**config.mk**
```make
export PLATFORM = sky130hd
export DESIGN_NAME = battery_voltage_filter_soc
export DESIGN_NICKNAME = d
export VERILOG_FILES = /design/src/bvf_pkg.sv /design/src/battery_voltage_filter_soc.sv
export SDC_FILE = /design/constraint.sdc
export NUM_CORES = 1
export LEC_CHECK = 0
export BUFFER_PORTS_ARGS = -buffer_cell sky130_fd_sc_hd__buf_2
export CORE_MARGIN = 3
export CORE_UTILIZATION = 55
export DETAILED_ROUTE_END_ITERATION = 8
export GPL_TIMING_DRIVEN = 0
export MAX_ROUTING_LAYER = met4
export PLACE_DENSITY = 0.7
export SYNTH_ARGS = -nofsm -noshare
export SYNTH_HDL_FRONTEND = slang
export SYNTH_SLANG_ARGS = --single-unit
```
**constraint.sdc**
```tcl
create_clock -name clk -period 10.67 [get_ports clk]
set_input_delay 1.6005 -clock clk [delete_from_list [all_inputs] [get_ports clk]]
set_output_delay 1.6005 -clock clk [all_outputs]
set_load 0.1 [all_outputs]
```
**src/bvf_pkg.sv**
```systemverilog
// Shared constants, calibration table and helper for the battery voltage filter.
// No dependencies; imported by battery_voltage_filter_soc and both test modules.
package bvf_pkg;

  localparam int MV_W       = 16;
  localparam int PCT_W      = 7;
  localparam int SP_W       = 8;
  localparam int OP_W       = 2;
  localparam int TABLE_ROWS = 21;
  localparam int EMA_SHIFT  = 2;
  localparam int FRAC_BITS  = 8;
  localparam int EMA_W      = MV_W + FRAC_BITS;
  localparam int ROW_W      = $clog2(TABLE_ROWS);
  localparam int HCNT_W     = 2;
  localparam int DEN_W      = MV_W + 1;
  localparam int PROD_W     = MV_W + PCT_W;
  localparam int REM_W      = PROD_W + 2;
  localparam int DSH_W      = DEN_W + PCT_W - 1;
  localparam int QCNT_W     = $clog2(PCT_W);

  localparam logic [OP_W-1:0]   OP_PUSH   = 2'd0;
  localparam logic [OP_W-1:0]   OP_QUERY  = 2'd1;
  localparam logic [OP_W-1:0]   OP_SEED   = 2'd2;

  localparam logic [PCT_W-1:0]  PCT_MAX   = 7'd100;
  localparam logic [HCNT_W-1:0] HIST_FULL = 2'd3;

  // Discharge curve, highest voltage first.
  localparam logic [MV_W-1:0] SOC_MV [TABLE_ROWS] = '{
    16'd4200, 16'd4150, 16'd4110, 16'd4080, 16'd4020, 16'd3980, 16'd3950,
    16'd3910, 16'd3870, 16'd3850, 16'd3840, 16'd3820, 16'd3800, 16'd3790,
    16'd3770, 16'd3750, 16'd3730, 16'd3710, 16'd3690, 16'd3610, 16'd3500
  };
  localparam logic [PCT_W-1:0] SOC_PCT [TABLE_ROWS] = '{
    7'd100, 7'd95, 7'd90, 7'd85, 7'd80, 7'd75, 7'd70,
    7'd65,  7'd60, 7'd55, 7'd50, 7'd45, 7'd40, 7'd35,
    7'd30,  7'd25, 7'd20, 7'd15, 7'd10, 7'd5,  7'd0
  };

  function automatic logic [MV_W-1:0] median3(input logic [MV_W-1:0] a,
                                               input logic [MV_W-1:0] b,
                                               input logic [MV_W-1:0] c);
    logic [MV_W-1:0] m;
    if (a > b) begin
      if (b > c) m = b;
      else m = (a > c) ? c : a;
    end else begin
      if (a > c) m = a;
      else m = (b > c) ? c : b;
    end
    return m;
  endfunction

endpackage

```
**src/battery_voltage_filter_soc.sv**
```systemverilog
// Battery voltage filter and state-of-charge estimator, top level.
// Depends on bvf_pkg (widths, opcodes, discharge table, median helper).
//
// Usage:
//   Input channel (in_valid/in_ready) carries one request: push a sample,
//   query the percent, or seed the state. Each request yields exactly one
//   result on the output channel (out_valid/out_ready): the filtered voltage
//   and the percent after the request.
//   Push, seed and unused opcode go from ST_APPLY to ST_OUT (for a push,
//   history shift, median and EMA update run in one step).
//   Query: ST_QCHK goes straight to ST_FIN when the voltage is at or beyond
//   either end of the table. Else a single magnitude comparator walks the
//   table one row a cycle (up to 20 rows), then one 16x7 multiply and a
//   restoring divider giving one quotient bit a cycle interpolate.
//   in_ready is high only while the sequencer is idle, so one request is in
//   flight at a time; the next request is taken only once the sequencer is
//   back in idle after writing the result, so for queries the sustained rate is set by the table walk and divider.
//   The result sits in an output register: a new request is taken while an
//   earlier result still waits. A stalled receiver holds the result and, once
//   the next request is done, stalls the sequencer before it writes again.
//   Reset (rst_n low, synchronous) clears history, EMA, percent memory and
//   both handshakes.
module battery_voltage_filter_soc (
  input  logic                        clk,
  input  logic                        rst_n,
  input  logic                        in_valid,
  output logic                        in_ready,
  input  logic [bvf_pkg::OP_W-1:0]    in_opcode,
  input  logic [bvf_pkg::MV_W-1:0]    in_sample_mv,
  input  logic [bvf_pkg::SP_W-1:0]    in_seed_pct,
  input  logic                        in_usb_powered,
  output logic                        out_valid,
  input  logic                        out_ready,
  output logic [bvf_pkg::MV_W-1:0]    out_filtered_mv,
  output logic [bvf_pkg::PCT_W-1:0]   out_percent
);
  import bvf_pkg::*;

  typedef enum logic [3:0] {
    ST_IDLE, ST_APPLY, ST_QCHK, ST_WALK, ST_MUL, ST_DVI, ST_DIV, ST_FIN, ST_OUT
  } st_t;

  st_t               state_r, state_nxt;
  logic [OP_W-1:0]   op_r, op_nxt;
  logic [MV_W-1:0]   mv_r, mv_nxt;
  logic [SP_W-1:0]   sp_r, sp_nxt;
  logic              usb_r, usb_nxt;
  logic [MV_W-1:0]   hist0_r, hist0_nxt, hist1_r, hist1_nxt, hist2_r, hist2_nxt;
  logic [HCNT_W-1:0] hcnt_r, hcnt_nxt;
  logic [EMA_W-1:0]  ema_r, ema_nxt;
  logic              primed_r, primed_nxt;
  logic              have_r, have_nxt;
  logic [PCT_W-1:0]  last_pct_r, last_pct_nxt;
  logic [ROW_W-1:0]  idx_r, idx_nxt;
  logic [PROD_W-1:0] prod_r, prod_nxt;
  logic [REM_W-1:0]  rem_r, rem_nxt;
  logic [DEN_W-1:0]  den_r, den_nxt;
  logic [DSH_W-1:0]  dsh_r, dsh_nxt;
  logic [PCT_W-1:0]  q_r, q_nxt;
  logic [QCNT_W-1:0] cnt_r, cnt_nxt;
  logic [PCT_W-1:0]  calc_pct_r, calc_pct_nxt;
  logic              out_valid_r, out_valid_nxt;
  logic [MV_W-1:0]   out_mv_r, out_mv_nxt;
  logic [PCT_W-1:0]  out_pct_r, out_pct_nxt;

  logic [EMA_W:0]    rnd;
  logic [EMA_W-FRAC_BITS:0] rnd_sh;
  logic [MV_W-1:0]   fmv;
  logic [MV_W-1:0]   row_mv, prev_mv, span;
  logic [PCT_W-1:0]  row_pct, dp;
  logic [MV_W-1:0]   med;
  logic [EMA_W-1:0]  med_q;
  logic signed [EMA_W:0] diff, step;
  logic [HCNT_W-1:0] hcnt_inc;
  logic              q_bit;
  logic [PCT_W-1:0]  q_fin;
  logic [PCT_W:0]    pct_sum;
  logic [PCT_W-1:0]  pct_clamped;

  assign in_ready        = (state_r == ST_IDLE);
  assign out_valid       = out_valid_r;
  assign out_filtered_mv = out_mv_r;
  assign out_percent     = out_pct_r;

  // Filtered millivolts: round to nearest, saturate.
  assign rnd    = {1'b0, ema_r} + (EMA_W+1)'(1 << (FRAC_BITS - 1));
  assign rnd_sh = rnd[EMA_W:FRAC_BITS];
  assign fmv    = rnd_sh[EMA_W-FRAC_BITS] ? {MV_W{1'b1}} : rnd_sh[MV_W-1:0];

  // Shared table row operands for the walk, multiply and divider.
  assign row_mv  = SOC_MV[idx_r];
  assign prev_mv = SOC_MV[idx_r - ROW_W'(1)];
  assign row_pct = SOC_PCT[idx_r];
  assign dp      = SOC_PCT[idx_r - ROW_W'(1)] - row_pct;
  assign span    = prev_mv - row_mv;

  // Push path: new history is {mv, hist0, hist1}.
  assign hcnt_inc = (hcnt_r == HIST_FULL) ? hcnt_r : hcnt_r + HCNT_W'(1);
  assign med      = (hcnt_inc != HIST_FULL) ? mv_r : median3(mv_r, hist0_r, hist1_r);
  assign med_q    = {med, {FRAC_BITS{1'b0}}};
  assign diff     = $signed({1'b0, med_q}) - $signed({1'b0, ema_r});
  assign step     = diff >>> EMA_SHIFT;

  // Divider step and final interpolation sum.
  assign q_bit       = (rem_r >= REM_W'(dsh_r));
  assign q_fin       = {q_r[PCT_W-2:0], q_bit};
  assign pct_sum     = {1'b0, row_pct} + {1'b0, q_fin};
  assign pct_clamped = (pct_sum > {1'b0, PCT_MAX}) ? PCT_MAX : pct_sum[PCT_W-1:0];

  always_comb begin
    state_nxt     = state_r;
    op_nxt        = op_r;
    mv_nxt        = mv_r;
    sp_nxt        = sp_r;
    usb_nxt       = usb_r;
    hist0_nxt     = hist0_r;
    hist1_nxt     = hist1_r;
    hist2_nxt     = hist2_r;
    hcnt_nxt      = hcnt_r;
    ema_nxt       = ema_r;
    primed_nxt    = primed_r;
    have_nxt      = have_r;
    last_pct_nxt  = last_pct_r;
    idx_nxt       = idx_r;
    prod_nxt      = prod_r;
    rem_nxt       = rem_r;
    den_nxt       = den_r;
    dsh_nxt       = dsh_r;
    q_nxt         = q_r;
    cnt_nxt       = cnt_r;
    calc_pct_nxt  = calc_pct_r;
    out_valid_nxt = out_valid_r & ~out_ready;
    out_mv_nxt    = out_mv_r;
    out_pct_nxt   = out_pct_r;

    unique case (state_r)
      ST_IDLE: begin
        if (in_valid) begin
          op_nxt  = in_opcode;
          mv_nxt  = in_sample_mv;
          sp_nxt  = in_seed_pct;
          usb_nxt = in_usb_powered;
          state_nxt = (in_opcode == OP_QUERY) ? ST_QCHK : ST_APPLY;
        end
      end
      ST_APPLY: begin
        case (op_r)
          OP_PUSH: begin
            hist0_nxt  = mv_r;
            hist1_nxt  = hist0_r;
            hist2_nxt  = hist1_r;
            hcnt_nxt   = hcnt_inc;
            primed_nxt = 1'b1;
            if (!primed_r) ema_nxt = med_q;
            else ema_nxt = EMA_W'($signed({1'b0, ema_r}) + step);
          end
          OP_SEED: begin
            hist0_nxt    = mv_r;
            hist1_nxt    = mv_r;
            hist2_nxt    = mv_r;
            hcnt_nxt     = HIST_FULL;
            ema_nxt      = {mv_r, {FRAC_BITS{1'b0}}};
            primed_nxt   = 1'b1;
            have_nxt     = 1'b1;
            last_pct_nxt = (sp_r > SP_W'(PCT_MAX)) ? PCT_MAX : sp_r[PCT_W-1:0];
          end
          default: ;
        endcase
        state_nxt = ST_OUT;
      end
      ST_QCHK: begin
        idx_nxt = ROW_W'(1);
        if (fmv >= SOC_MV[0]) begin
          calc_pct_nxt = PCT_MAX;
          state_nxt    = ST_FIN;
        end else if (fmv <= SOC_MV[TABLE_ROWS-1]) begin
          calc_pct_nxt = '0;
          state_nxt    = ST_FIN;
        end else begin
          state_nxt = ST_WALK;
        end
      end
      ST_WALK: begin
        if (fmv >= row_mv) begin
          if (span == '0) begin
            calc_pct_nxt = row_pct;
            state_nxt    = ST_FIN;
          end else begin
            state_nxt = ST_MUL;
          end
        end else begin
          idx_nxt = idx_r + ROW_W'(1);
        end
      end
      ST_MUL: begin
        prod_nxt  = (fmv - row_mv) * dp;
        state_nxt = ST_DVI;
      end
      ST_DVI: begin
        rem_nxt   = {prod_r, 1'b0} + REM_W'(span);
        den_nxt   = {span, 1'b0};
        dsh_nxt   = {span, 1'b0, {(PCT_W-1){1'b0}}};
        q_nxt     = '0;
        cnt_nxt   = QCNT_W'(PCT_W - 1);
        state_nxt = ST_DIV;
      end
      ST_DIV: begin
        if (q_bit) rem_nxt = rem_r - REM_W'(dsh_r);
        dsh_nxt = dsh_r >> 1;
        q_nxt   = q_fin;
        cnt_nxt = cnt_r - QCNT_W'(1);
        if (cnt_r == '0) begin
          calc_pct_nxt = pct_clamped;
          state_nxt    = ST_FIN;
        end
      end
      ST_FIN: begin
        // Percent may only fall while on battery.
        if (!usb_r && have_r && (calc_pct_r > last_pct_r)) last_pct_nxt = last_pct_r;
        else last_pct_nxt = calc_pct_r;
        have_nxt  = 1'b1;
        state_nxt = ST_OUT;
      end
      ST_OUT: begin
        if (!out_valid_r || out_ready) begin
          out_valid_nxt = 1'b1;
          out_mv_nxt    = fmv;
          out_pct_nxt   = last_pct_r;
          state_nxt     = ST_IDLE;
        end
      end
      default: state_nxt = ST_IDLE;
    endcase
  end

  always_ff @(posedge clk) begin
    if (!rst_n) begin
      state_r     <= ST_IDLE;
      hist0_r     <= '0;
      hist1_r     <= '0;
      hist2_r     <= '0;
      hcnt_r      <= '0;
      ema_r       <= '0;
      primed_r    <= 1'b0;
      have_r      <= 1'b0;
      last_pct_r  <= '0;
      out_valid_r <= 1'b0;
    end else begin
      state_r     <= state_nxt;
      hist0_r     <= hist0_nxt;
      hist1_r     <= hist1_nxt;
      hist2_r     <= hist2_nxt;
      hcnt_r      <= hcnt_nxt;
      ema_r       <= ema_nxt;
      primed_r    <= primed_nxt;
      have_r      <= have_nxt;
      last_pct_r  <= last_pct_nxt;
      out_valid_r <= out_valid_nxt;
    end
    op_r       <= op_nxt;
    mv_r       <= mv_nxt;
    sp_r       <= sp_nxt;
    usb_r      <= usb_nxt;
    idx_r      <= idx_nxt;
    prod_r     <= prod_nxt;
    rem_r      <= rem_nxt;
    den_r      <= den_nxt;
    dsh_r      <= dsh_nxt;
    q_r        <= q_nxt;
    cnt_r      <= cnt_nxt;
    calc_pct_r <= calc_pct_nxt;
    out_mv_r   <= out_mv_nxt;
    out_pct_r  <= out_pct_nxt;
  end

  a_pct_range: assert property (@(posedge clk) disable iff (!rst_n)
    last_pct_r <= PCT_MAX)
    else $error("stored percent above full scale");

  a_walk_row: assert property (@(posedge clk) disable iff (!rst_n)
    (state_r == ST_WALK) |-> (idx_r != '0) && (idx_r < ROW_W'(TABLE_ROWS)))
    else $error("table walk row out of range");

  a_div_rem: assert property (@(posedge clk) disable iff (!rst_n)
    (state_r == ST_DIV) && (cnt_r == '0) |=> (rem_r < REM_W'(den_r)))
    else $error("divider remainder not below divisor");

  a_no_rise: assert property (@(posedge clk) disable iff (!rst_n)
    (state_r == ST_FIN) && !usb_r && have_r |=> last_pct_r <= $past(last_pct_r))
    else $error("percent rose without external power");

  a_hist_hold: assert property (@(posedge clk) disable iff (!rst_n)
    (state_r != ST_APPLY) |=> $stable(hist0_r) && $stable(ema_r))
    else $error("filter state changed outside apply step");

endmodule

```
==> results of run 1 <==
-- cell usage after synthesis (37+ instances only) --
cell type,n,area share (%)
xor2_1,43,1.8
a21oi_1,147,3.5
nor3_1,44,1.1
nand3_1,37,0.89
nand2_1,211,3.8
clkbuf_1,67,1.2
ha_1,226,14
a21o_1,47,1.7
inv_1,288,5.2
fa_1,93,9.0
edfxtp_1,142,21
xnor2_1,107,4.5
nor2b_1,38,1.1
dfxtp_1,72,7.0
nor2_1,233,4.2
o21ai_0,128,3.1
-- cell usage in the layout (no fill, tap or decap), types with 25 or more instances in the layout --
master,Yosys,final
and3_1,30,30
nand2b_1,30,30
clkbuf_1,67,71
ha_1,226,226
xor2_1,43,42
edfxtp_1,142,142
nor2b_1,38,37
clkbuf_16,0,26
a21boi_0,25,25
nor3_1,44,43
dfxtp_1,72,72
buf_2,6,60
fa_1,93,93
inv_1,288,288
a21oi_1,147,145
xnor2_1,107,106
o21a_1,27,27
nand2_1,211,211
nor2_1,233,233
nand3_1,37,37
a21o_1,47,47
o21ai_0,128,128
or2_2,32,32
o211ai_1,32,32
-- metrics by stage --
| stage | area [µm²] | utilization [%] | cells |
|---|---|---|---|
| 6_report | 22600 | 61.3 | 3018 |
| 5_1_grt | 22600 | 61.3 | 3018 |
| 4_1_cts | 22600 | 61.2 | 3017 |
| 3_5_place_dp | 21700 | 58.9 | 2970 |
| 3_3_place_gp | 21600 | 58.7 | 2966 |
| 2_1_floorplan | 20700 | - | 2408 |
-- registers in the layout, indices dropped and copies added, names as in the netlist, 8 cells and up --
signal	cells
dsh_r	23
ema_r	24
hist0_r	16
hist1_r	16
mv_r	16
out_filtered_mv	16
prod_r	23
rem_r	25
sp_r	8
-- area by class of cell --
class,count,area (µm²),share of cell area [%]
antenna,1,2.50,0.0111
buffer,78,312,1.38
clock buffer,33,707,3.13
clock inverter,14,144,0.637
inverter,289,1080,4.80
multi-input combinational,1827,13700,60.5
sequential,214,5710,25.3
tap,504,631,2.79
timing repair buffer,58,328,1.45
-- worst min path at each step --
stage	to	slack, ps	cells after the start
2_1_floorplan	out_percent[2]$_DFFE_PP_	430	0
3_3_place_gp	out_percent[4]$_DFFE_PP_	440	0
3_5_place_dp	out_percent[5]$_DFFE_PP_	450	0
4_1_cts	out_percent[5]$_DFFE_PP_	470	0
5_1_grt	out_percent[4]$_DFFE_PP_	480	0
6_report	out_percent[4]$_DFFE_PP_	470	0
-- routing by layer --
layer / share of wire [%] / track usage (%)
met5: 0 / -
met4: 2.1 / 5.94
met3: 5.9 / 2.94
met2: 45 / 46.4
met1: 47 / 42.2
-- timing repair --
action / in CTS / in global routing
endpoints found under the setup margin: 0 / 2
hold buffers: 0 / 0
gates resized for setup: 0 / 2
-- logic make-up after synthesis --
group | count (synthesis) | synth area share, %
AOI/OAI and AO/OA | 605 | 19.3
xor gates and xnor gates | 151 | 6.44
buffers and inverters | 367 | 6.73
muxes | 13 | 0.634
and+or+nand+nor | 739 | 16.7
adders and majority gates | 319 | 22.6
DFF | 214 | 27.5
==> impl_metrics.yaml, run 1 <==
place:
  hpwl_um: 46300
  pre_cts_ws_ps: 804
  gp_congestion: 0.976
  placement.io_buffers: 54
critical_path:
  arrival_ps: 10330
  r2r_setup_slack_ps: 660
  r2r_end: "prod_r[22]$_DFFE_PP_"
  required_ps: 10990
  r2r-start: "idx_r[0]$_SDFFCE_PN1P_"
  cp_max_fo: 10
  worstSetupStartpointType: "flip-flop"
  cp_slowest_stage_delay_ps: 660
  cp_num_cells: 33
  critPathSlowestCell: "xnor2_1"
  cp_top_family: "adder cells"
  rr_worst_depth: 33
  worstSetupPathType: "reg2reg"
  crit_path_end: "prod_r[22]$_DFFE_PP_"
  path_buf_inv: 8
  startpoint: "idx_r[0]$_SDFFCE_PN1P_"
  end_kind: "flip-flop"
layout:
  layout.nets: 2844
  num-fill-cells: 3277
  synthToLayoutAreaGrowth_pct: 8.96
  drive_gt1_share_pct: 6.45
global_route:
  grt_start_max_net_pins: 31
  grt.total_usage_pct: 29.6
  antenna_found_initial: 1
  grt_overflow: 0
  grt_pass1_wl_um: 94600
  grt_pass1_vias: 17700
detailed_routing:
  vias_per_cell: 6.00
  wl_um: 58400
  drtIter0Drc: 1454
  drc_errors: 0
  num_vias: 18100
  drtAntennaViolNets: 0
  wl_per_cell_um: 19.3
  first_pass_iters: 7
sta:
  fin_skew_ps: 29.0
  setup_violations: 0
  worst_pin_slew_ps: 1270
  finalCritPeriodShare_pct: 93.8
  rsz0062_at_grt: "no"
  post-route-min-period_ps: 10010
  slew_headroom_pct: 14.7
  slew_viol_final: 0
  setup_slack_ps: 661
  fmaxAchievable_mhz: 99.9
  whs_ps: 467
  finalSetupTns_ps: 0
  hold_viol: 0
min_path:
  hp-start: "last_pct_r[4]$_SDFFE_PN0P_"
  hold_class: "reg2reg"
die:
  fp.dieH_um: 200
  start_util_pct: 56.2
  dieWidth_um: 200
  core_um2: 36900
  rows: 70
  die_area_um2: 40100
  ios: 56
synth:
  syn-cell-area_um2: 20700
  synth_ff_type: "edfxtp_1"
  synth-seq-cells: 214
  seq_area_frac_synth_pct: 27.5
  synth.avg_cell_area_um2: 8.61
  synth_edf_count: 142
  synth_cells: 2408
  synth_fp_nets: 2758
  yosysUniqueCellTypes: 78
  yosysWarnings: 0
  ys_async_sr_fraction_pct: 0
clock_tree:
  cts_setup_buffers: 0
  root_buffer: "clkbuf_16"
  cts.sink_count: 214
  h-tree-depth: 1
  numCtsBuffers: 26
  clk_path_buf_depth: 3
  clk_pin_slew_worst_paths_ps: 60
  cts_tree: "yes"
  clock_latency_ps: 560
run_status:
  outcome: "finished clean"
job:
  maxCapViolations: 0
Power of run 1 is not shown: default switching activity piles up to over one toggle a cycle in this logic, so the estimate is an artifact.
==> run 2, diff against run 1 <==
- CORE_UTILIZATION: 55 -> 60
- PLACE_DENSITY: 0.7 -> 0.75
==> impl_metrics.yaml, run 2 (synthesis results as in run 1) <==
run_status:
  outcome: "finished clean"
min_path:
  hold_class: "reg2reg"
sta:
  rsz0062_at_grt: "no"
  fmaxAchievable_mhz: 99.8
  slew_headroom_pct: 19.9
  worst_pin_slew_ps: 1190
  post-route-min-period_ps: 10020
  finalSetupTns_ps: 0
  fin_skew_ps: 15.0
  hold_viol: 0
  finalCritPeriodShare_pct: 93.9
  slew_viol_final: 0
  setup_violations: 0
die:
  dieWidth_um: 192
  core_um2: 33800
  start_util_pct: 61.4
  die_area_um2: 36800
  ios: 56
  rows: 67
  fp.dieH_um: 192
critical_path:
  end_kind: "flip-flop"
  cp_slowest_stage_delay_ps: 620
  worstSetupStartpointType: "flip-flop"
  arrival_ps: 10360
  required_ps: 11010
  cp_max_fo: 10
  worstSetupPathType: "reg2reg"
  crit_path_frequent_cell: "ha_1"
  critPathSlowestCell: "xnor2_1"
job:
  maxCapViolations: 0
detailed_routing:
  wl_met3_um: 4220
  drc_errors: 0
  first_pass_iters: 8
  drtIter0Drc: 1603
  route.met2.wl_um: 26000
  wl_um: 58200
  drtAntennaViolNets: 0
  vias_per_cell: 6.12
  wl_per_cell_um: 19.6
  highest_layer: "met4"
  num_vias: 18100
  met1_length_um: 26400
layout:
  layout.nets: 2843
  num-fill-cells: 2895
  synthToLayoutAreaGrowth_pct: 8.55
  final_cell_mix: "288 x inv_1, 233 x nor2_1, 226 x ha_1"
  multi_input_area_um2: 13700
  drive_gt1_share_pct: 6.21
  post-route-cell-area_um2: 22500
  antenna_cells: 0
  top_register: "rem_r"
  largest_reg_flops: 25
  largestRegisters: "rem_r (25), ema_r (24)"
  regArea_um2: 5710
  mostFrequentLayoutCell: "inv_1"
global_route:
  grt_pass1_wl_um: 94600
  grt_start_max_net_pins: 31
  antenna_found_initial: 1
  grt_overflow: 0
  grt_pass1_vias: 18000
  grt.total_usage_pct: 33.1
place:
  placement.io_buffers: 54
  hpwl_um: 45700
  place_area_um2: 21600
  gp_congestion: 0.968
clock_tree:
  cts.sink_count: 214
  cts_tree: "yes"
  clk_path_buf_depth: 3
  hold_buffers: 0
  clk_pin_slew_worst_paths_ps: 60
  root_buffer: "clkbuf_16"
  clock_latency_ps: 560
  numCtsBuffers: 26
  cts-resized-gates: 0
  h-tree-depth: 1
  cts_setup_buffers: 0
==> run 2: area by class of cell <==
class / count / share of cell area [%]
Tap cell: 448 / 2.49
Clock inverter: 14 / 0.645
Clock buffer: 33 / 3.19
Inverter: 289 / 4.82
Timing Repair Buffer: 57 / 1.39
Buffer: 78 / 1.38
Sequential cell: 214 / 25.3
Multi-Input combinational cell: 1827 / 60.7
==> run 2: final timing paths <==
check	start	cells past startpoint	to	slack (ps)
max	idx_r[0]$_SDFFCE_PN1P_	33	prod_r[21]$_DFFE_PP_	650
min	last_pct_r[4]$_SDFFE_PN0P_	0	out_percent[4]$_DFFE_PP_	470
max reg2reg	idx_r[0]$_SDFFCE_PN1P_	33	prod_r[21]$_DFFE_PP_	650
min reg2reg	last_pct_r[4]$_SDFFE_PN0P_	0	out_percent[4]$_DFFE_PP_	470
==> run 2: worst max-delay path, delay by kind of cell, from the launching register on <==
| family | cells | cell delay [ps] |
|---|---|---|
| DFF | 1 | 450 |
| and+or+nand+nor | 6 | 1130 |
| AOI/OAI and AO/OA | 10 | 2240 |
| adders and majority gates | 8 | 3240 |
| xor gates and xnor gates | 1 | 620 |
| buffers and inverters | 8 | 2090 |
==> run 2: metal layers <==
metal,track usage (%),vias to the layer above
met5,-,-
met4,8.66,0
met3,4.31,123
met2,51.0,661
met1,46.4,8713
li1,-,8629
==> run 2: per-stage QoR <==
step                      instances  hold slack (ps)  setup WS [ps]  util, %
after floorplan                2408              429           2690        -
after global placement         2910              444            791     63.8
after global routing           2960              486           12.1     66.6
final                          2960              474            649     66.6
after CTS                      2960              466            828     66.6
after detailed placement       2913              452            876     64.1
Power of run 2 is left out for the same reason.
==> run 3, diff against run 2 <==
- ABC_AREA: not set -> 1
==> impl_metrics.yaml, run 3 <==
run_status:
  outcome: "finished clean"
synth:
  synthMostInstantiatedCell: "nand2_1"
  synth_fp_nets: 3484
  synth_compound_area_share_pct: 15.0
  yosysTopAreaCell: "edfxtp_1"
  synth_cells: 3134
  synth_ff_type: "edfxtp_1"
  yosysWarnings: 0
  yosysUniqueCellTypes: 62
  seq_area_frac_synth_pct: 25.5
  synth_xor_area_share_pct: 3.83
  synth_edf_count: 142
  synth_top_family_by_area: "simple AND/OR/NAND/NOR gates"
  synth-seq-cells: 214
  syn-cell-area_um2: 22400
  synth.avg_cell_area_um2: 7.15
  synth_adder_area_share_pct: 20.9
  synthMuxAreaShare_pct: 0
  synth_common_cells: "669 x nand2_1, 502 x inv_1, 291 x nor2_1, 261 x a21oi_1, 244 x nand3_1"
  synth_simple_gate_area_share_pct: 24.9
  ys_async_sr_fraction_pct: 0
  synth_top_area_share_pct: 19.0
  netlist_top_cells_area: "edfxtp_1 19%, ha_1 13%, nand2_1 11%"
layout:
  num-fill-cells: 3272
  top_register: "rem_r"
  final_cell_mix: "669 x nand2_1, 502 x inv_1, 289 x nor2_1"
  largest_reg_flops: 25
  mostFrequentLayoutCell: "nand2_1"
  drive_gt1_share_pct: 5.28
  largestRegisters: "rem_r (25), ema_r (24)"
  layout.nets: 3570
  synthToLayoutAreaGrowth_pct: 7.99
sta:
  rsz0062_at_grt: "no"
  fin_skew_ps: 30.7
  post-route-min-period_ps: 9300
  fmaxAchievable_mhz: 108
  finalSetupTns_ps: 0
  worst_pin_slew_ps: 1170
  finalCritPeriodShare_pct: 87.2
  hold_viol: 0
  slew_viol_final: 0
  slew_headroom_pct: 21.5
  setup_violations: 0
min_path:
  hp-start: "last_pct_r[4]$_SDFFE_PN0P_"
  min_path_cells: 0
  hold_class: "reg2reg"
critical_path:
  crit_path_frequent_cell: "ha_1"
  required_ps: 11040
  startpoint: "idx_r[0]$_SDFFCE_PN1P_"
  critPathSlowestCell: "xor2_1"
  crit_path_end: "prod_r[22]$_DFFE_PP_"
  r2r_setup_slack_ps: 1370
  end_kind: "flip-flop"
  worstSetupPathType: "reg2reg"
  cp_slowest_stage_delay_ps: 760
  rr_worst_depth: 35
  r2r-start: "idx_r[0]$_SDFFCE_PN1P_"
  worstSetupStartpointType: "flip-flop"
  cp_max_fo: 10
  r2r_end: "prod_r[22]$_DFFE_PP_"
  arrival_ps: 9670
clock_tree:
  cts_setup_buffers: 0
  clk_pin_slew_worst_paths_ps: 60
  hold_buffers: 0
  root_buffer: "clkbuf_16"
  cts.sink_count: 214
  cts-resized-gates: 0
  clk_path_buf_depth: 3
  clock_latency_ps: 560
  h-tree-depth: 1
  numCtsBuffers: 25
  cts_tree: "yes"
die:
  core_um2: 36700
  start_util_pct: 61.1
  rows: 70
  ios: 56
  die_area_um2: 39700
  fp.dieH_um: 199
  dieWidth_um: 199
global_route:
  grt_pass1_vias: 21100
  antenna_found_initial: 1
  grt_pass1_wl_um: 110000
  grt_start_max_net_pins: 33
  grt_overflow: 0
  grt.total_usage_pct: 35.8
detailed_routing:
  drtIter0Drc: 2453
  vias_per_cell: 5.96
  wl_per_cell_um: 18.5
  first_pass_iters: 8
  drtAntennaViolNets: 0
  wl_um: 68700
  drc_errors: 0
  num_vias: 22100
place:
  placement.io_buffers: 55
  gp_congestion: 1.05
  hpwl_um: 54200
job:
  maxCapViolations: 0
run 3: changes by cell type after synthesis, sizes merged, moves of 38 or more:
cell   change
a21oi    +115
inv      +223
nand2    +469
nand3    +211
nor2      +66
nor2b     -38
o21ai     +74
xnor2     -70
run 3: logic make-up after synthesis:
group,count (synthesis)
AOI/OAI and AO/OA,600
and+or+nand+nor,1318
xor gates and xnor gates,92
DFF,214
adders and majority gates,319
buffers and inverters,591
run 3: area by class of cell:
cell class	count	area [µm²]	area share, %
antenna	1	2.50	0.0103
buffer	75	294	1.22
clock buffer	31	668	2.76
clock inverter	15	188	0.776
inverter	516	1940	8.01
multi-input combinational	2329	14500	59.9
sequential	214	5710	23.6
tap	468	586	2.42
timing repair buffer	59	328	1.35
run 3: worst min path at each step:
stage,to
final,out_percent[4]$_DFFE_PP_
after CTS,out_percent[4]$_DFFE_PP_
after detailed placement,out_percent[4]$_DFFE_PP_
after floorplan,out_percent[1]$_DFFE_PP_
after global routing,out_percent[5]$_DFFE_PP_
after global placement,out_percent[6]$_DFFE_PP_
run 3: worst max-delay path: cells and delay by family, from the launching register on:
kind	cells	cell delay, ps
simple gates	12	1870
xor+xnor	1	760
fa+ha+maj	8	3200
compound gates	5	640
flops	1	490
buf+inv	9	2140
run 3: through the flow:
step                hold WS (ps)  setup WS, ps  cells  area, µm²  util [%]
floorplan                    425          3260   3134      22400         -
global placement             445          1630   3657      23300      63.4
detailed placement           447          1630   3661      23300      63.6
CTS                          461          1540   3707      24200      65.9
global route                 475           744   3708      24200      65.9
finish                       459          1370   3708      24200      65.9
run 3: metal layers:
| layer | wire length, µm | share of wire [%] | track usage, % |
|---|---|---|---|
| met1 | 30400 | 44 | 51.8 |
| met2 | 28800 | 42 | 52.1 |
| met3 | 7950 | 12 | 7.25 |
| met4 | 1490 | 2.2 | 8.02 |
| met5 | 0 | 0 | - |
Power of run 3 is left out for the same reason.
